<file path="config.mk">
export PLATFORM = sky130hd
export DESIGN_NAME = mact_front
export DESIGN_NICKNAME = d
export VERILOG_FILES = /design/src/rtl/mact_pkg.sv /design/src/rtl/mact_front.sv
export SDC_FILE = /design/constraint.sdc
export NUM_CORES = 1
export LEC_CHECK = 0
export BUFFER_PORTS_ARGS = -buffer_cell sky130_fd_sc_hd__buf_2
export CORE_ASPECT_RATIO = 1.75
export CORE_MARGIN = 5
export CORE_UTILIZATION = 60
export CTS_CLUSTER_DIAMETER = 30
export CTS_CLUSTER_SIZE = 20
export DETAILED_ROUTE_END_ITERATION = 8
export GPL_TIMING_DRIVEN = 1
export PLACE_DENSITY = 0.95
export SLEW_MARGIN = 20
export SYNTH_ARGS = -nofsm -noshare
export SYNTH_HDL_FRONTEND = slang
export SYNTH_SLANG_ARGS = --single-unit
</file>
<file path="constraint.sdc">
create_clock -name clk -period 22 [get_ports clk]
set_input_delay 3.3 -clock clk [delete_from_list [all_inputs] [get_ports clk]]
set_output_delay 3.3 -clock clk [all_outputs]
set_load 0.01 [all_outputs]
</file>
<file path="src/rtl/mact_pkg.sv">
// Package for the MAC address table: item types, op codes, hash helpers.
// No dependencies.
package mact_pkg;
  localparam int KEY_W = 60;
  localparam int PORT_W = 24;
  localparam int ADDR_W = 14;

  localparam logic [2:0] OP_LOOKUP = 3'd0;
  localparam logic [2:0] OP_ADD = 3'd1;
  localparam logic [2:0] OP_DEL_KEY = 3'd2;
  localparam logic [2:0] OP_UPD_ADDR = 3'd3;
  localparam logic [2:0] OP_DEL_ADDR = 3'd4;

  localparam logic [1:0] HM_LOW12 = 2'd0;
  localparam logic [1:0] HM_SPLIT8 = 2'd1;
  localparam logic [1:0] HM_SPLIT4 = 2'd2;
  localparam logic [1:0] HM_HIGH12 = 2'd3;

  localparam logic [31:0] CRC_POLY = 32'hedb88320;

  typedef struct packed {
    logic [2:0] operation;
    logic [47:0] mac_addr;
    logic [11:0] learn_group;
    logic lock_flag;
    logic [23:0] dest_ports;
    logic [13:0] entry_address;
  } req_t;

  typedef struct packed {
    logic hit;
    logic [13:0] result_address;
  } rsp_t;

  function automatic logic [31:0] crc_byte(input logic [31:0] crc_in, input logic [7:0] b);
    logic [31:0] c;
    c = crc_in ^ {24'd0, b};
    for (int k = 0; k < 8; k++) begin
      c = (c >> 1) ^ (c[0] ? CRC_POLY : 32'd0);
    end
    return c;
  endfunction

  function automatic logic [15:0] fold_hash(input logic [47:0] mac, input logic [11:0] grp);
    logic [31:0] c;
    logic [15:0] g;
    c = 32'hffffffff;
    g = {4'd0, grp};
    for (int i = 0; i < 6; i++) begin
      c = crc_byte(c, mac[8*i +: 8]);
    end
    c = crc_byte(c, g[15:8]);
    c = crc_byte(c, g[7:0]);
    c = ~c;
    return {c[7:0] ^ c[15:8], c[23:16] ^ c[31:24]};
  endfunction

  function automatic logic [15:0] pick_index(input logic [15:0] f, input logic [1:0] mode);
    logic [15:0] s;
    s = f >> 4;
    case (mode)
      HM_LOW12: pick_index = f & 16'h0fff;
      HM_SPLIT8: pick_index = (f & 16'h00ff) | (s & 16'hff00);
      HM_SPLIT4: pick_index = (f & 16'h000f) | (s & 16'hfff0);
      default: pick_index = s;
    endcase
  endfunction
endpackage

</file>
<file path="src/rtl/mact_front.sv">
// Front end: accepts a request, hashes the key into a set index, queues it.
// Depends on mact_pkg.
module mact_front #(
  parameter int SET_BITS = 11
) (
  input  logic clk,
  input  logic rst,
  input  logic start,
  input  mact_pkg::req_t req,
  input  logic [1:0] hash_mode,
  input  logic q_full,
  output logic q_push,
  output mact_pkg::req_t q_req,
  output logic [SET_BITS-1:0] q_set,
  output logic accept
);
  logic pend;
  mact_pkg::req_t preq;
  logic [15:0] pidx;

  assign accept = start && !pend;
  assign q_push = pend && !q_full;
  assign q_req = preq;
  assign q_set = pidx[SET_BITS-1:0];

  always_ff @(posedge clk) begin
    if (rst) begin
      pend <= 1'b0;
    end else begin
      if (accept) begin
        pend <= 1'b1;
      end else if (q_push) begin
        pend <= 1'b0;
      end
    end
    if (accept) begin
      preq <= req;
      pidx <= mact_pkg::pick_index(mact_pkg::fold_hash(req.mac_addr, req.learn_group),
        hash_mode);
    end
  end
endmodule

</file>
Word-level counts from Yosys, hierarchy flattened
Cells that the tools add are included.
- eq/ne operators: 2
- reductions and logical operators: 6
- multiplexer cells: 67
- bitwise operators: 77
- operators with widths (operator ; count):
    $mux 32 ; 64
    $xor 31x32->32 ; 64
    $xor 32x8->32 ; 6
    $pmux 11 s3 ; 1
    $not 32->32 ; 1
    $not 8->32 ; 1
    $xor 32x4->32 ; 1
    $or 4x11->11 ; 1
    $or 8x11->11 ; 1
    $xor 8x8->8 ; 1
    $xor 7x7->7 ; 1
    $eq 2x1->1 const B ; 1
    $eq 2x2->1 const B ; 1
    $logic_and 1x1->1 ; 2
    $logic_not 1->1 ; 2
    $logic_not 2->1 ; 1
    $mux 1 ; 2
    $reduce_bool 2->1 ; 1
- input port bits: 108
- bits in registers: 114
- logic and storage cells: 160

Depth between registers and ports, before layout
Gate-level depths: netlist of the first run.
- depth after elaboration: 140
- gate-level depth with buffers: 15

Worst setup path before layout of the first run
OpenSTA, ideal clock, no wires.
- kind: input-to-output
- from: input port start
- to: output port accept
- path buffers: 0
- stages: 1
- data arrival time: 8.364 ns
- path slack: 10.336 ns
- cells stage by stage: nor2b_1
- cells in the longest elaborated chain, start to end: 1
- RTL lines (element ; RTL line ; source):
    start, declared ; mact_front.sv:8 ; input logic start,
    $logic_and 1x1->1 ; mact_front.sv:21 ; assign accept = start && !pend;
    end, declared ; mact_front.sv:15 ; output logic accept
Every way passes these cells.

Worst setup path in the final report of the first run
- from: input port req[58] (netlist name)
- to: register pidx[5], data pin
- cells in the longest elaborated chain, start to end: 86
- elaborated cells on any way between the ends: 123
- RTL lines (element ; RTL line ; source):
    start, declared ; mact_front.sv:9 ; input mact_pkg::req_t req,
    $not 8->32 (no line) (*) ; n/a ;
    $xor 31x32->32 (*) (7 in a row) ; mact_pkg.sv:39 ; c = (c >> 1) ^ (c[0] ? CRC_POLY : 32'd0);
    $mux 32 (*) ; mact_pkg.sv:39 ;
    $xor 31x32->32 (*) ; mact_pkg.sv:39 ;
    $xor 32x8->32 (*) ; mact_pkg.sv:37 ; c = crc_in ^ {24'd0, b};
    $xor 31x32->32 (*) (5 in a row) ; mact_pkg.sv:39 ;
    $mux 32 ; mact_pkg.sv:39 ;
    $xor 31x32->32 (*) (3 in a row) ; mact_pkg.sv:39 ;
    [52 not listed] ; n/a ;
    $xor 32x8->32 (*) ; mact_pkg.sv:37 ;
    $xor 31x32->32 (*) (5 in a row) ; mact_pkg.sv:39 ;
    $mux 32 ; mact_pkg.sv:39 ;
    $xor 31x32->32 (*) (3 in a row) ; mact_pkg.sv:39 ;
    $not 32->32 (*) ; mact_pkg.sv:54 ; c = ~c;
    $xor 8x8->8 ; mact_pkg.sv:55 ; return {c[7:0] ^ c[15:8], c[23:16] ^ c[31:24]};
    $or 8x11->11 ; mact_pkg.sv:63 ; HM_SPLIT8: pick_index = (f & 16'h00ff) | (s & 16'hff00);
    $pmux 11 s3 (*) ; mact_pkg.sv:61 ; case (mode)
    end signal, assigned ; mact_front.sv:38 ; pidx <= mact_pkg::pick_index(mact_pkg::fold_hash(req.mac_addr, req.learn_group),
    end, declared ; mact_front.sv:19 ; logic [15:0] pidx;
Every way passes the cells marked *; elsewhere a longest branch is shown, timed or not.
A chain may end at the register's enable or synchronous reset.

==> results_dict.tcl, run 1 <==
set metrics [dict create \
    finalWirelength_mm 26.6 \
    hold_ws_ns 0.558 \
    synth_warnings 0 \
    finalHoldViolations 0 \
    worstPathArrival_ns 9.49 \
    slew_headroom 0.401 \
    nFillCells 938 \
    drt_iter0_drc 360 \
    cts_tree "done" \
    grt_first_pass_wirelength_mm 38.7 \
    ys_top_cells_by_area "edfxtp_1 (35%), xnor3_1 (26%), xnor2_1 (16%)" \
    overflow 0 \
    startpoint_type "input pin" \
    antenna_found_initial 0 \
    clk_latency_ns 0.42 \
    min_path_cells 2 \
    syn_area_per_cell_um2 17.1 \
    maxSlewViolCount 0 \
    dr.pass1.iters 5 \
    cts_htree_levels 4 \
    finalNetCount 904 \
    worstMarginPinSlew_ns 0.899 \
    synth.top_cell.area_share 0.350 \
    dieArea_um2 18900 \
    drt-wirelength-per-cell_um 26.7 \
    cts_buffer_depth 2 \
    period_minus_slack_ns 9.23 \
    endpoint_kind "register" \
    reg2regPathDepth 3 \
    area_delta_synth_final_pct 19.8 \
    drcViolationCount 0 \
    syn_nets 674 \
    setup_violations 0 \
    pre_cts_slack_ns 12.50 \
    min_path_type "reg -> reg" \
    crit_fanout 10 \
    core_um2 15900 \
    outcome "finished clean" \
    worstPathRequired_ns 22.26 \
    finalSetupTns_ns 0 \
    die_y_um 178 \
    port_buffers 222 \
    synth_area_leader_cell "edfxtp_1" \
    synth_area_um2 9690 \
    grt_pass1_vias 6311 \
    cts_resized 0 \
    start_util 0.610 \
    cts_buffers 17 \
    postCtsSetupBuffers 0 \
    grt_max_degree 75 \
    place_congestion 0.998 \
    clk_pin_slew_ns 0.06 \
    fmax_ghz 0.108 \
    ys_ff_latch 114 \
    num_vias 5689 \
    grt_usage 0.289 \
    setup_slack_ns 12.77 \
    synth_seq_area_share 0.352 \
    rows 61 \
    period_share 0.420 \
    postCtsHoldBufs 0 \
    drive_above_1_share 0.377 \
    viasPerCell 5.70 \
    ios 223 \
    yosysUniqueCellTypes 22 \
    drtAntennaViolNets 0 \
    syn_inst 566 \
    dp_hpwl_mm 20.5 \
    cts.sinks 114 \
    die_x_um 106 \
    antenna_cells 0 \
    max-cap-violations 0 \
    cts_root_buffer "clkbuf_16" \
    path_class "in -> reg" \
    rsz0062_at_grt "false" \
    skew_ns 0.00520 \
]
worst max-delay path, cell delays in order:
cell	delay, ns
buf_2	0.22
xnor2_1	0.45
xnor3_1	0.51
xor2_1	0.61
xnor3_1	0.57
xnor3_1	0.44
xnor2_1	0.63
xor3_2	0.53
xnor3_2	0.53
xnor3_2	0.52
xnor2_2	0.34
xnor2_2	0.21
xnor3_1	0.47
mux2i_1	0.15
area by class of cell:
class | count | area, um2 | share of cell area
multi-input cells | 438 | 6200 | 0.534
clock buffers | 17 | 425 | 0.0367
repair buffers | 224 | 1130 | 0.0971
flip-flops and latches | 114 | 3410 | 0.294
inverters | 1 | 3.75 | 0.000324
well taps | 189 | 236 | 0.0204
clock inverters | 15 | 196 | 0.0169
path summary, 6_finish.rpt:
check	slack, ns	startpoint	end
worst max-delay path	12.77	req[58]	pidx[5]
worst min-delay path	0.56	pend	pend
worst max register to register	19.75	pend	q_req[85]
worst min register to register	0.56	pend	pend
cells in the mapped netlist, drive strengths merged:
library cell and number:
inv 1, buf 10, nor2 3, dfxtp 1, edfxtp 113, xor3 27
xnor2 198, xor2 73, clkbuf 3, nor2b 2, xnor3 122, nand2 1
a21oi 2, mux2i 10
registers in the layout (all words and copies together), names as in the netlist:
| name | cells |
|---|---|
| pend | 1 |
| pidx | 11 |
| q_req | 102 |
placed cells by master, fill, tap and decap left out, drive strengths merged:
cell type,instances
mux2i,10
xnor2,198
nor2b,2
clkinv,3
edfxtp,113
a21oi,2
inv,8
xor2,73
bufinv,3
buf,224
clkinvlp,2
clkbuf,17
xnor3,122
dfxtp,1
nand2,1
nor2,3
xor3,27
per-layer routing:
layer | vias to the layer above | wire length (um) | GRT usage
li1 | 2436 | - | -
met1 | 2763 | 7490 | 0.248
met4 | 0 | 2710 | 0.257
met2 | 344 | 14600 | 0.543
met5 | - | 0 | 0
met3 | 146 | 1810 | 0.0648
per-stage QoR:
stage	instance area, um2	utilization	cells
floorplan	9690	-	566
global placement	11000	0.692	966
detailed placement	11000	0.692	966
CTS	11600	0.731	998
global route	11600	0.731	998
finish	11600	0.731	998
cell families after synthesis:
| family | after synthesis | synth area share |
|---|---|---|
| AOI/OAI and AO/OA | 2 | 0.00103 |
| xor gates and xnor gates | 420 | 0.625 |
| buffers and inverters | 14 | 0.00814 |
| DFF | 114 | 0.352 |
| muxes | 10 | 0.0103 |
| and+or+nand+nor | 6 | 0.00284 |
Power of run 1 is left out: the tool's default activity adds up to more than one toggle a clock period on the data nets, which glitch-free logic cannot reach.
==> run 2, diff against run 1 <==
- CORE_UTILIZATION: 60 -> 56
- PLACE_DENSITY: 0.95 -> 0.91
- clock period: 22 -> 8.6 ns (I/O delays scaled with it)
==> run 2 against run 1 <==
  * Hold slack better by 0.0018 ns
  * Global-route usage decreased by 2.6 points
  * Cell area increased by 0.32%
  * Non-clock buffer count grew 2
  * Critical path type unchanged
  * Critical endpoint unchanged
==> results_dict.tcl, run 2 (synthesis gave the netlist of run 1 again) <==
set metrics [dict create \
    maxSlewViolCount 0 \
    min_path_cells 2 \
    antenna_found_initial 0 \
    area_delta_synth_final_pct 20.2 \
    path_class "in -> reg" \
    cts.sinks 114 \
    dr.pass1.iters 4 \
    period_minus_slack_ns 7.34 \
    core_um2 16900 \
    fmax_ghz 0.136 \
    port_buffers 222 \
    clk_pin_slew_ns 0.06 \
    grt_use_met2 0.486 \
    viasPerCell 5.37 \
    postCtsSetupBuffers 0 \
    hold_ws_ns 0.560 \
    max-cap-violations 0 \
    dieArea_um2 20100 \
    ios 223 \
    grt_max_degree 72 \
    antenna_cells 0 \
    min_path_type "reg -> reg" \
    drt-wirelength-per-cell_um 24.9 \
    nFillCells 1108 \
    overflow 0 \
    min_from "pend" \
    instances_no_fill 1038 \
    finalHoldViolations 0 \
    postCtsHoldBufs 0 \
    worstPathRequired_ns 8.88 \
    cts_buffers 17 \
    finalSetupTns_ns 0 \
    mostFrequentLayoutCell "buf_2" \
    cts_htree_levels 4 \
    drtAntennaViolNets 0 \
    worstPathArrival_ns 7.62 \
    finalNetCount 906 \
    cts_tree "done" \
    rr_endpoint "q_req[4]" \
    largest_reg_flops 102 \
    dp_hpwl_mm 20.0 \
    r2r_start "pend" \
    grt_usage 0.264 \
    crit_fanout 11 \
    holdPathEnd "pend" \
    slew_headroom 0.338 \
    final_cell_mix "buf_2 (222), xnor2_1 (175), edfxtp_1 (113)" \
    reg2regPathDepth 3 \
    cts_root_buffer "clkbuf_16" \
    drive_above_1_share 0.379 \
    grt_first_pass_wirelength_mm 37.4 \
    cts_buffer_depth 2 \
    skew_ns 0.00949 \
    cts_resized 0 \
    setup_violations 0 \
    place_congestion 0.993 \
    worstMarginPinSlew_ns 0.986 \
    period_share 0.854 \
    die_x_um 109 \
    rsz0062_at_grt "false" \
    grt_pass1_vias 6262 \
    outcome "finished clean" \
    rows 63 \
    finalWirelength_mm 25.8 \
    reg2reg_slack_ns 6.40 \
    start_util 0.572 \
    drt_iter0_drc 262 \
    met3_usage 0.0692 \
    endpoint_kind "register" \
    startpoint_type "input pin" \
    gr-usage-met1 0.221 \
    clk_latency_ns 0.43 \
    placed_cells 1006 \
    die_y_um 184 \
    drcViolationCount 0 \
    busiest_layer "met2" \
    num_vias 5579 \
]
[run 2: cell types whose count changed in the layout (fill, tap and decap cells not counted), sizes merged]
cell	before	now
clkinv	3	6
buf	224	226
clkinvlp	2	0
bufinv	3	2
[run 2: how the worst max path moves through the flow]
stage / start / end / cells after the start
2_1_floorplan: start / accept / 1
4_1_cts: req[58] / pidx[5] / 14
3_3_place_gp: req[57] / pidx[10] / 14
6_report: req[57] / pidx[5] / 14
3_5_place_dp: req[57] / pidx[10] / 14
5_1_grt: req[57] / pidx[1] / 14
[run 2: layer usage]
layer,up-vias,routed length [um]
met5,-,0
met4,0,2500
met3,123,1890
met2,315,14200
met1,2697,7210
li1,2444,-
[run 2: final cells by class]
cell class              instances  area (um2)  share of cell area
clock buffers                  17         425              0.0365
flip-flops and latches        114        3410               0.293
multi-input cells             438        6200               0.533
well taps                     227         284              0.0244
clock inverters                15         171              0.0147
repair buffers                226        1140              0.0980
inverters                       1        3.75            0.000322
[run 2: critical path, stage by stage]
cell and delay, ns:
buf_2 0.31, xor3_1 0.63, xnor2_1 0.55, xnor2_1 0.17, xnor2_1 0.63, xnor3_1 0.59, xnor2_1 0.67, xor3_2 0.53
xnor3_2 0.54, xnor3_2 0.54, xnor2_2 0.33, xnor2_2 0.19, xnor3_1 0.48, mux2i_1 0.14
[run 2: through the flow]
stage / cell area [um2] / setup WS (ns) / utilization
after floorplan: 9690 / 0.956 / -
after global placement: 11000 / 1.16 / 0.652
final: 11600 / 1.26 / 0.687
after CTS: 11600 / 1.46 / 0.687
after global routing: 11600 / 0.880 / 0.687
after detailed placement: 11000 / 1.12 / 0.652
Power of run 2 is left out for the same reason.
