<file path="src/rtl/mact_pkg.sv">
// Package for the MAC address table: item types, op codes, hash helpers.
// No dependencies.
package mact_pkg;
  localparam int KEY_W = 60;
  localparam int PORT_W = 24;
  localparam int ADDR_W = 14;

  localparam logic [2:0] OP_LOOKUP = 3'd0;
  localparam logic [2:0] OP_ADD = 3'd1;
  localparam logic [2:0] OP_DEL_KEY = 3'd2;
  localparam logic [2:0] OP_UPD_ADDR = 3'd3;
  localparam logic [2:0] OP_DEL_ADDR = 3'd4;

  localparam logic [1:0] HM_LOW12 = 2'd0;
  localparam logic [1:0] HM_SPLIT8 = 2'd1;
  localparam logic [1:0] HM_SPLIT4 = 2'd2;
  localparam logic [1:0] HM_HIGH12 = 2'd3;

  localparam logic [31:0] CRC_POLY = 32'hedb88320;

  typedef struct packed {
    logic [2:0] operation;
    logic [47:0] mac_addr;
    logic [11:0] learn_group;
    logic lock_flag;
    logic [23:0] dest_ports;
    logic [13:0] entry_address;
  } req_t;

  typedef struct packed {
    logic hit;
    logic [13:0] result_address;
  } rsp_t;

  function automatic logic [31:0] crc_byte(input logic [31:0] crc_in, input logic [7:0] b);
    logic [31:0] c;
    c = crc_in ^ {24'd0, b};
    for (int k = 0; k < 8; k++) begin
      c = (c >> 1) ^ (c[0] ? CRC_POLY : 32'd0);
    end
    return c;
  endfunction

  function automatic logic [15:0] fold_hash(input logic [47:0] mac, input logic [11:0] grp);
    logic [31:0] c;
    logic [15:0] g;
    c = 32'hffffffff;
    g = {4'd0, grp};
    for (int i = 0; i < 6; i++) begin
      c = crc_byte(c, mac[8*i +: 8]);
    end
    c = crc_byte(c, g[15:8]);
    c = crc_byte(c, g[7:0]);
    c = ~c;
    return {c[7:0] ^ c[15:8], c[23:16] ^ c[31:24]};
  endfunction

  function automatic logic [15:0] pick_index(input logic [15:0] f, input logic [1:0] mode);
    logic [15:0] s;
    s = f >> 4;
    case (mode)
      HM_LOW12: pick_index = f & 16'h0fff;
      HM_SPLIT8: pick_index = (f & 16'h00ff) | (s & 16'hff00);
      HM_SPLIT4: pick_index = (f & 16'h000f) | (s & 16'hfff0);
      default: pick_index = s;
    endcase
  endfunction
endpackage

</file>
<file path="src/rtl/mact_queue.sv">
// Two-entry queue of hashed requests between front and back ends.
// Depends on mact_pkg.
module mact_queue #(
  parameter int SET_BITS = 11
) (
  input  logic clk,
  input  logic rst,
  input  logic push,
  input  mact_pkg::req_t push_req,
  input  logic [SET_BITS-1:0] push_set,
  output logic full,
  output logic empty,
  input  logic pop,
  output mact_pkg::req_t pop_req,
  output logic [SET_BITS-1:0] pop_set
);
  mact_pkg::req_t qreq [2];
  logic [SET_BITS-1:0] qset [2];
  logic wp, rp;
  logic [1:0] cnt;

  assign full = cnt[1];
  assign empty = (cnt == 2'd0);
  assign pop_req = qreq[rp];
  assign pop_set = qset[rp];

  always_ff @(posedge clk) begin
    if (rst) begin
      wp <= 1'b0;
      rp <= 1'b0;
      cnt <= 2'd0;
    end else begin
      if (push) wp <= ~wp;
      if (pop) rp <= ~rp;
      cnt <= cnt + {1'b0, push} - {1'b0, pop};
    end
    if (push) begin
      qreq[wp] <= push_req;
      qset[wp] <= push_set;
    end
  end
endmodule

</file>
<file path="config.mk">
export PLATFORM = sky130hd
export DESIGN_NAME = mact_queue
export DESIGN_NICKNAME = d
export VERILOG_FILES = /design/src/rtl/mact_pkg.sv /design/src/rtl/mact_queue.sv
export SDC_FILE = /design/constraint.sdc
export NUM_CORES = 1
export LEC_CHECK = 0
export BUFFER_PORTS_ARGS = -buffer_cell sky130_fd_sc_hd__buf_2
export CAP_MARGIN = 40
export CORE_ASPECT_RATIO = 1.1
export CORE_MARGIN = 5
export CORE_UTILIZATION = 52
export CTS_CLUSTER_DIAMETER = 200
export DETAILED_ROUTE_END_ITERATION = 10
export GPL_ROUTABILITY_DRIVEN = 0
export GPL_TIMING_DRIVEN = 0
export PLACE_DENSITY = 0.76
export SYNTH_ARGS = -nofsm -noshare
export SYNTH_HDL_FRONTEND = slang
export SYNTH_SLANG_ARGS = --single-unit
</file>
<file path="constraint.sdc">
create_clock -name clk -period 8.21 [get_ports clk]
set_input_delay 0.821 -clock clk [delete_from_list [all_inputs] [get_ports clk]]
set_output_delay 0.821 -clock clk [all_outputs]
set_load 0.01 [all_outputs]
</file>
# == Word-level counts from Yosys, hierarchy flattened ==
# Memories as Yosys holds them, arrays and structs flattened. A register that Yosys moved wholly into a read port is not among the register bits.
# Index checks and enable logic that the tools add are counted.
# W data, S select, Z words.
# totals
mem_bits_rw,226
input_bits,117
word_cells,16
mem_count,2
ff_bits,4
# classes
bitwise_logic,2
add_sub_neg,2
reduce_logical,1
mux,6
# mem_list
memory,depth,word_bits,rd,rd_clocked_by_memory_dff,wr,line_no,text
qreq,2,102,1,1,1,mact_queue.sv:17,mact_pkg::req_t qreq [2];
qset,2,11,1,1,1,mact_queue.sv:18,logic [SET_BITS-1:0] qset [2];
# ops
cell,count
$mux W1,6
$add A2 B1 Y2,1
$logic_not A2 Y1,1
$not A1 Y1,2
$sub A2 B1 Y2,1

# == Depth between registers and ports, before layout ==
# Gate-level depths: netlist (run 1).
# logic_depth
ltp_word,3
mapped_depth,6

# == Worst setup path before layout (run 1) ==
# Ideal clock, no wire load.
# synth_path
path_kind,input-to-reg
from,input push
to,memory qreq[0][0] (netlist bit) (enable)
required_time_ns,7.610
path_stages,1
setup_time_ns,0.600
t_arrival_ns,5.728
n_path_buf,0
slack_ns,1.882
cell_sequence,nor2b_1
# synth_via
elab_chain_len,2
# synth_lines
item,line_no,text
"start, declared",mact_queue.sv:8,"input logic push,"
$mux W1,mact_queue.sv:37,if (push) begin
$mux W1 (not written as such),mact_queue.sv:38,qreq[wp] <= push_req;
"end, declared",mact_queue.sv:17,
# No other way between the ends.

==> results.tsv, run 1 <==
stage	metric	value	unit
final_layout	mostFrequentLayoutCell	buf_2	
critical_path	crit_path_start_kind	register	
power_and_ir_drop	power	0.00274	W
critical_path	end_kind	primary output	
power_and_ir_drop	power.leakage	4.31	nW
final_layout	drive_gt1_frac	0.613	
timing	relSlewSlack	0.443	
grt	overflow	0	
yosys	synth_top_area_cell	edfxtp_1	
critical_path	critPathTopFamily	buffers and inverters	
final_layout	design_area	10900	um2
timing	worst_pin_slew	0.835	ns
critical_path	reg2reg_depth	2	
clocking	root_buffer	clkbuf_16	
yosys	synth-seq-cells	231	
clocking	post_cts_buffers	0	
clocking	clk_pin_slew	0.06	ns
timing	fin_crit	2.58	ns
critical_path	cp_common_cell	buf_6	
floorplan	fp.dieArea	19300	um2
final_layout	area_delta_synth_final	26.3	%
yosys	synth_cell_types	14	
floorplan	die_width	133	um
yosys	yosys.area_share.simple	0.00434	
yosys	ys_seq_area_frac	0.795	
floorplan	start_util	0.529	
yosys	synth_top_family_by_area	multiplexers	
detailed_routing	drt_iter0_drc	167	
placed_design	placed_cell_area	10200	um2
placed_design	hpwl	11300	um
yosys	synth.net_count	491	
final_layout	final_cell_count_no_fill	853	
detailed_routing	via_per_inst	5.03	
outcome	outcome	finished clean	
placed_design	io_buffers	231	
clocking	cts_buffers	23	
detailed_routing	dr_total_vias	4290	
final_layout	final_cell_mix	235 x buf_2, 226 x edfxtp_1, 70 x mux2_4	
floorplan	rows	49	
yosys	yosys.area_share.adder	0.00289	
final_layout	fin_util	0.668	
timing	setup_viol	0	
yosys	yosysWarnings	0	
timing	period_share	0.314	
yosys	synth_compound_area_frac	0	
placed_design	dp.cells	812	
critical_path	rr_startpoint	wp	
clocking	cts_tree	done	
clocking	cts_hold_buf	0	
detailed_routing	drc	0	
grt	grt_pass1_wl	24900	um
detailed_routing	routed_wl	15900	um
critical_path	cp.required	7.39	ns
yosys	syn_avg_cell_area	23.3	um2
timing	max_freq	0.388	GHz
min_path	hp-class	primary input to register	
detailed_routing	wire_per_inst	18.6	um
grt	antenna_found_initial	1	
timing	final_max_slew_viol_count	0	
floorplan	ios	232	
floorplan	die_h	145	um
critical_path	arrival	1.76	ns
timing	grt_setup_unrepaired	no	
grt	grt_max_degree	58	
critical_path	crit_path_top_delay_cell	dfxtp_1	
clocking	cts.sink_count	231	
critical_path	crit_cells	5	
critical_path	r2r_end	qreq[1][51]	
yosys	synth_top_area_share	0.784	
yosys	synth_mux_area_frac	0.177	
detailed_routing	ant_nets	0	
floorplan	core-area	16400	um2
yosys	syn_area	8660	um2
critical_path	worstPathMaxFanout	10	
grt	grt_util_all_layers	0.161	
power_and_ir_drop	p_per_area	250	nW/um2
critical_path	regToRegSetupSlack	6.37	ns
timing	finalHoldViolCount	0	
clocking	post_cts_resized	0	
power_and_ir_drop	vdd_ir_drop_max	0.187	mV
flow_run	drv_cap	0	
timing	fin_skew	0.00395	ns
critical_path	worstSetupEndpoint	pop_req[97]	
clocking	clock_latency	0.49	ns
clocking	clockBufferDepth	3	
grt	grt_pass1_vias	4834	
critical_path	critPathMaxStageDelay	0.32	ns
yosys	ys_top_cells_by_area	edfxtp_1 78%, mux2_4 12%, mux2_2 5.6%, dfxtp_1 1.2%, buf_6 1.0%	
clocking	htreeDepth	1	
detailed_routing	drt_pre_antenna_iters	4	
critical_path	crit_chain	buf_6 > buf_8 > buf_6 > mux2_4 > buf_2	
final_layout	diodes	0	
critical_path	path_buf_inv	4	
yosys	synth_cells	372	
critical_path	path_class	register to primary output	
min_path	hold_path_startpoint	push_req[11]	
final_layout	nets	752	
yosys	synthXorXnorAreaFrac	0.00462	
power breakdown:
part / switching, W / internal [W] / leakage [nW]
Combinational: 0.000161 / 0.000171 / 1.79
Clock: 0.000405 / 0.000606 / 0.363
Sequential: 0.0000185 / 0.00138 / 2.16
flip-flops by register name (all words and copies together), names as in the netlist, named ones only:
signal / cells
rp: 1
cnt: 2
qreq: 204
qset: 22
wp: 1
kinds of logic (layout without fill, tap and decap cells):
group,count (synthesis),in the layout
flops,231,231
mux,113,113
buf+inv,15,292
simple gates,8,8
xor+xnor,3,3
fa+ha+maj,2,2
area by class of cell:
type	count	area, um2
Sequential cell	231	6890
Fill cell	1085	5430
Multi-Input combinational cell	126	1650
Timing Repair Buffer	236	1280
Clock buffer	26	587
Tap cell	204	255
Clock inverter	15	148
Buffer	13	125
Inverter	2	7.51
metrics by stage:
stage	setup TNS [ns]	hold slack (ns)	worst slack, ns
after floorplan	0	0.480	1.88
after global placement	-82.65	0.493	-0.738
after detailed placement	0	0.525	5.80
after CTS	0	0.492	5.58
after global routing	0	0.485	5.54
final	0	0.514	5.63
per-layer routing:
metal / up-vias / wire length [um] / GRT usage
met1: 2073 / 5910 / 0.185
met3: 29 / 1580 / 0.0561
li1: 2003 / - / -
met2: 183 / 8050 / 0.285
met5: - / 13 / 0
met4: 2 / 317 / 0.0452
how the worst min path moves through the flow:
stage	slack [ns]	depth (start not counted)	endpoint
final	0.51	1	qreq[1][11]
after global routing	0.49	1	qreq[1][79]
after CTS	0.49	1	qreq[0][18]
after detailed placement	0.53	2	register
after global placement	0.49	2	rp
after floorplan	0.48	2	register
Yosys cell counts:
cell type	count
edfxtp_1	226
mux2_4	70
mux2_2	43
buf_6	8
dfxtp_1	5
nor2_1	5
buf_2	4
ha_1	2
inv_1	2
nor2b_1	2
xnor2_1	2
and2_1	1
buf_8	1
xnor3_1	1
Note: power is estimated with default switching activity, not from simulation.
==> run 2: changes to the inputs <==
==> constraint.sdc (replaced) <==
create_clock -name clk -period 2.7 [get_ports clk]
set_input_delay 0.27 -clock clk [delete_from_list [all_inputs] [get_ports clk]]
set_output_delay 0.27 -clock clk [all_outputs]
set_load 0.01 [all_outputs]
==> run 2 against run 1 <==
Against the previous run: clock skew up 0.011 ns; sequential share of layout area shrank 5.8 points; sequential cell count unchanged; first-iteration DRC count rose by 14%; critical path depth unchanged; utilization grew 6.7 points; global-route usage grew 3.3 points; count of clock-buffer cells in the layout unchanged; die area unchanged; via count grew 13%; clock power rose to 3.0 times the previous value; non-clock buffer count rose by 114.
==> results.tsv, run 2 (synthesis results as in run 1) <==
stage	metric	value	unit
floorplan	ios	232	
final_layout	final_cell_count_no_fill	966	
placed_design	hpwl	11500	um
final_layout	area_delta_synth_final	39.0	%
final_layout	largest_register	qreq	
critical_path	worstPathMaxFanout	10	
detailed_routing	drc	0	
final_layout	drive_gt1_frac	0.522	
clocking	clk_pin_slew	0.06	ns
timing	period_share	0.758	
clocking	clock_latency	0.49	ns
critical_path	critPathTopFamily	buffers and inverters	
critical_path	crit_path_top_delay_cell	dfxtp_1	
clocking	cts.sink_count	231	
clocking	root_buffer	clkbuf_16	
clocking	cts_tree	done	
power_and_ir_drop	p_per_area	701	nW/um2
final_layout	final_cell_mix	235 x buf_2, 226 x edfxtp_1, 114 x dlygate4sd3_1	
final_layout	design_area	12000	um2
critical_path	cp_common_cell	buf_6	
timing	relSlewSlack	0.377	
timing	finalHoldViolCount	0	
critical_path	path_class	register to primary output	
floorplan	rows	49	
critical_path	path_buf_inv	4	
placed_design	pre_cts_ws	0.651	ns
flow_run	drv_cap	0	
clocking	post_cts_buffers	0	
placed_design	dp.cells	812	
clocking	htreeDepth	1	
detailed_routing	via_per_inst	5.02	
critical_path	end_kind	primary output	
timing	worst_pin_slew	0.933	ns
final_layout	nFillCells	928	
floorplan	core-area	16400	um2
critical_path	cp.required	2.43	ns
power_and_ir_drop	vdd_ir_drop_max	0.594	mV
critical_path	arrival	1.78	ns
final_layout	reg_top3	qreq x204, qset x22, cnt x2	
final_layout	largest_register_ff_count	204	
floorplan	fp.dieArea	19300	um2
timing	max_freq	0.489	GHz
outcome	outcome	finished clean	
clocking	cts_buffers	23	
grt	overflow	0	
detailed_routing	drt_iter0_drc	190	
detailed_routing	routed_wl	19300	um
final_layout	diodes	0	
timing	final_max_slew_viol_count	0	
critical_path	crit_path_start_kind	register	
min_path	hp-class	primary input to register	
clocking	clockBufferDepth	3	
timing	grt_setup_unrepaired	no	
grt	grt_pass1_wl	29700	um
placed_design	placed_cell_area	10200	um2
grt	grt_pass1_vias	5384	
floorplan	die_width	133	um
critical_path	critPathMaxStageDelay	0.32	ns
critical_path	crit_chain	buf_6 > buf_8 > buf_6 > mux2_4 > buf_2	
timing	setup_viol	0	
grt	grt_util_all_layers	0.194	
detailed_routing	dr_total_vias	4845	
power_and_ir_drop	power.leakage	4.77	nW
placed_design	io_buffers	231	
detailed_routing	ant_nets	0	
floorplan	start_util	0.529	
final_layout	mostFrequentLayoutCell	buf_2	
grt	antenna_found_initial	0	
final_layout	nets	866	
timing	fin_ws	0.654	ns
timing	fin_skew	0.0146	ns
detailed_routing	drt_pre_antenna_iters	4	
grt	grt_max_degree	48	
timing	fin_crit	2.05	ns
floorplan	die_h	145	um
detailed_routing	wire_per_inst	20.0	um
-- run 2: cell types whose count changed in the layout (fill, tap and decap cells not counted), sizes merged --
cell,change
dlygate4sd3,+114
bufinv,-1
-- run 2: stage by stage --
step | power [W] | utilization | hold slack (ns) | setup TNS (ns)
2_1_floorplan | 0.00491 | - | 0.342 | 0
3_3_place_gp | 0.00529 | 0.616 | 0.458 | -96.11
3_5_place_dp | 0.00535 | 0.622 | 0.461 | 0
4_1_cts | 0.00847 | 0.735 | 0.0473 | 0
5_1_grt | 0.00874 | 0.735 | 0.0737 | 0
6_report | 0.00844 | 0.735 | 0.0650 | 0
-- run 2: worst reg2reg max path: cells and delay by family (launching register included) --
family / cells / cell delay (ns)
AND/OR/NAND/NOR: 1 / 0.75
buffers and inverters: 2 / 0.52
flip-flops: 1 / 0.36
-- run 2: final timing paths --
kind / depth (start not counted) / from / to / slack [ns]
worst min register to register: 2 / rp / rp / 0.54
worst min-delay path: 3 / pop / rp / 0.07
worst max-delay path: 5 / register / pop_req[61] / 0.65
worst max register to register: 3 / wp / qreq[0][77] / 0.74
-- run 2: power by group --
| part | internal (W) | switching [W] | total [W] |
|---|---|---|---|
| logic | 0.000624 | 0.000542 | 0.00117 |
| registers | 0.00419 | 0.0000645 | 0.00425 |
| clock network | 0.00175 | 0.00127 | 0.00302 |
| total | 0.00656 | 0.00188 | 0.00844 |
-- run 2: area by class of cell --
type	count	area, um2	share of cell area
clock buffers	26	587	0.0488
well taps	204	255	0.0212
multi-input cells	126	1650	0.137
inverters	2	7.51	0.000624
flip-flops and latches	231	6890	0.572
clock inverters	14	123	0.0102
plain buffers	13	125	0.0104
repair buffers	350	2400	0.200
-- run 2: repair_timing --
action                                  4_1_cts  5_1_grt
endpoints found under the setup margin        0        0
endpoints found under the hold margin       231        0
resized for setup                             0        0
hold buffers                                114        0
-- run 2: layer usage --
metal / up-vias / global-route usage / part of all wire
met4: 0 / 0.0489 / 0.019
li1: 2220 / - / -
met5: - / 0 / 0
met1: 2384 / 0.232 / 0.37
met2: 210 / 0.351 / 0.53
met3: 31 / 0.0495 / 0.076
